$ cat src/rtl/ssu_pkg.sv
// Package for the sorted unique set union block.
// Holds store sizing, controller states and the command and status structs.
// No dependencies.
package ssu_pkg;

  localparam int CAPACITY = 64;
  localparam int CNT_W    = $clog2(CAPACITY + 1);
  localparam int VAL_W    = 32;

  typedef enum logic [1:0] {
    ST_IDLE,
    ST_INSERT,
    ST_DRAIN
  } state_t;

  typedef struct packed {
    logic load;
    logic insert;
    logic shift_out;
  } cmd_t;

  typedef struct packed {
    logic is_final;
    logic count_one;
  } status_t;

endpackage

$ cat src/rtl/ssu_ctrl.sv
// Controller for the sorted unique set union block.
// Sequences load, insert and drain; depends on ssu_pkg.
module ssu_ctrl
  import ssu_pkg::*;
(
  input  logic    clk,
  input  logic    rst_n,
  input  logic    start,
  input  status_t status,
  output cmd_t    cmd,
  output logic    busy
);

  state_t state_r;
  state_t state_nxt;

  always_ff @(posedge clk) begin
    if (!rst_n) begin
      state_r <= ST_IDLE;
    end else begin
      state_r <= state_nxt;
    end
  end

  always_comb begin
    state_nxt = state_r;
    unique case (state_r)
      ST_IDLE: begin
        if (start) begin
          state_nxt = ST_INSERT;
        end
      end
      ST_INSERT: begin
        state_nxt = status.is_final ? ST_DRAIN : ST_IDLE;
      end
      ST_DRAIN: begin
        if (status.count_one) begin
          state_nxt = ST_IDLE;
        end
      end
      default: begin
        state_nxt = ST_IDLE;
      end
    endcase
  end

  always_comb begin
    cmd  = '0;
    busy = 1'b1;
    unique case (state_r)
      ST_IDLE: begin
        busy     = 1'b0;
        cmd.load = start;
      end
      ST_INSERT: begin
        cmd.insert = 1'b1;
      end
      ST_DRAIN: begin
        cmd.shift_out = 1'b1;
      end
      default: begin
        busy = 1'b1;
      end
    endcase
  end

endmodule

$ cat config.mk
export PLATFORM = sky130hd
export DESIGN_NAME = ssu_ctrl
export DESIGN_NICKNAME = d
export VERILOG_FILES = /design/src/rtl/ssu_pkg.sv /design/src/rtl/ssu_ctrl.sv
export SDC_FILE = /design/constraint.sdc
export NUM_CORES = 1
export LEC_CHECK = 0
export BUFFER_PORTS_ARGS = -buffer_cell sky130_fd_sc_hd__buf_2
export CORE_AREA = 2 2 39 41
export CTS_BUF_LIST = sky130_fd_sc_hd__clkbuf_4 sky130_fd_sc_hd__clkbuf_8
export CTS_CLUSTER_DIAMETER = 150
export DETAILED_ROUTE_END_ITERATION = 7
export DIE_AREA = 0 0 41 43
export PLACE_DENSITY_LB_ADDON = 0.12
export SYNTH_ARGS = -nofsm -noshare
export SYNTH_HDL_FRONTEND = slang
export SYNTH_SLANG_ARGS = --single-unit
$ cat constraint.sdc
create_clock -name clk -period 0.8 [get_ports clk]
set_input_delay 0.12 -clock clk [delete_from_list [all_inputs] [get_ports clk]]
set_output_delay 0.12 -clock clk [all_outputs]
set_load 0.02 [all_outputs]
==> results_dict.tcl <==
set metrics [dict create \
    die_height_um 43 \
    nets 31 \
    worstPathMaxFanout 4 \
    ys_seq_elements 2 \
    syn_inst 9 \
    status "finished, violations left" \
    required_ns 0.68 \
    cts_buffers 3 \
    yosysUniqueCellTypes 6 \
    firstDrtPassIters 1 \
    vdd_ir_drop_max_mv 0.5087 \
    die_area_mm2 0.001763 \
    grt_pass1_wl_um 503 \
    max_slew.worst_pin.slew_ns 0.1701 \
    whs_ns 0.1377 \
    grt_setup_unrepaired "yes" \
    grt_usage_pct 4.709 \
    fin_worst_skew_ns 0.002108 \
    startpoint_type "register" \
    fin_util_pct 19.80 \
    synth.avg_cell_area_um2 10.43 \
    regToRegStartpoint "state_r[0]$_SDFFE_PN0P_" \
    syn_area_um2 93.84 \
    viasPerCell 3.025 \
    min_path_type "input port to register" \
    hold_buffers 0 \
    dieWidth_um 41 \
    setup_violations 6 \
    cts_tree "built" \
    netlist.area_leader.share_pct 42.67 \
    cts_max_path_buffers 2 \
    ios 9 \
    path_clk_slew_ns 0.03 \
    largest_reg_flops 2 \
    final_hold_viol_count 0 \
    final.period_utilization_pct 132.9 \
    antenna_found_initial 0 \
    routed_wirelength_um 311 \
    largestRegisters "state_r: 2 flops" \
    synth_top_cell_by_area "dfxtp_1" \
    numPortBuffers 8 \
    num_rows 14 \
    pre_cts_ws_ns -0.1061 \
    cp-end-kind "output port" \
    drtIter0Drc 0 \
    path_class "register to output port" \
    synth_common_cells "nor2b_1 (3), dfxtp_1 (2)" \
    gp_congestion 0.5659 \
    largest_register "state_r" \
    yosysMostFrequentCell "nor2b_1" \
    h-tree-depth 1 \
    placed_area_um2 185.2 \
    grt_pass1_vias 137 \
    core_area_mm2 0.001384 \
    min_period_ns 1.063 \
    root_buffer "clkbuf_4" \
    yosysWarningCount 0 \
    clock_latency_ns 0.22 \
    vias 121 \
    grt.overflow.total 0 \
    crit_arrival_ns 0.94 \
    drive_above_1_share_pct 87.50 \
    p_per_area_mw_per_mm2 1596 \
    violations "setup timing" \
    synth_area_leaders "dfxtp_1 (43%), nor2b_1 (20%), nor3b_2 (13%)" \
    synthesis.nets 14 \
    antenna_left 0 \
    layout_setup_ws_ns -0.2631 \
    leakage_nw 0.1221 \
    diodes 0 \
    drv_cap 0 \
    initial_core_util_pct 6.781 \
    maxSlewViolCount 0 \
    clock.fmax_ghz 0.9407 \
    ys.flop_type "dfxtp_1" \
    stdcell_area_um2 274.0 \
    synth-edff-count 0 \
    min_from "rst_n" \
    clock-sinks 2 \
    ys_seq_area_share_pct 42.67 \
    drc 0 \
    grt_max_degree 5 \
    slew_headroom_pct 88.65 \
    synthArstFlopShare_pct 0 \
    synthToLayoutAreaGrowth_pct 192.0 \
    wl_per_cell_um 7.775 \
    startpoint "state_r[1]$_SDFFE_PN0P_" \
]
## critical path, stage by stage, from the launching register on
cell     delay (ns)
dfxtp_4        0.35
or2_4          0.25
buf_6          0.13
## through the flow
step | power [mW] | cells | setup TNS (ns)
after floorplan | 0.1601 | 9 | -0.1104
after global placement | 0.1916 | 34 | -0.2643
after detailed placement | 0.1897 | 34 | -0.2277
after CTS | 0.4519 | 39 | -1.154
after global routing | 0.4749 | 40 | -1.383
final | 0.4373 | 40 | -1.167
## final timing paths
check,end,depth (start not counted),slack [ns]
worst max-delay path,busy,2,-0.26
worst min-delay path,state_r[0]$_SDFFE_PN0P_,2,0.14
worst max register to register,state_r[1]$_SDFFE_PN0P_,4,-0.11
worst min register to register,state_r[0]$_SDFFE_PN0P_,3,0.70
## routing by layer
layer | GRT usage, % | up-vias | share of wire [%]
met5 | 0 | - | 0
met4 | 4.000 | 0 | 0
met3 | 4.712 | 0 | 5.8
met2 | 5.625 | 4 | 50
met1 | 4.473 | 54 | 44
li1 | - | 63 | -
## area by class of cell
cell class | instances | area, um2
timing repair buffer | 12 | 106.4
fill | 155 | 1110
tap | 16 | 20.02
sequential | 2 | 47.55
multi-input combinational | 7 | 77.57
clock buffer | 3 | 22.52
## timing repair
item                       4_1_cts  5_1_grt
setup endpoints to repair        5        6
pin swaps                        3        2
buffers inserted                 2        1
resized for setup               11        3
## report_power, final
group | internal [mW] | switching (mW)
logic | 0.0692 | 0.0401
clock network | 0.165 | 0.0520
registers | 0.103 | 0.00837
## cells in the final DEF, fill, tap and decap left out
cell type,Yosys,routed
a32o_1,1,1
and2_1,1,1
buf_2,0,4
buf_4,0,1
buf_6,0,7
clkbuf_4,0,3
dfxtp_4,0,2
nor2b_1,3,1
nor2b_4,0,2
nor3b_4,0,1
or2_4,0,1
## kinds of logic after synthesis
family | count (synthesis) | synth area share [%]
and+or+nand+nor | 6 | 46.68
AOI/OAI and AO/OA | 1 | 10.67
DFF | 2 | 42.67
Power figures use the tool's default switching activity.
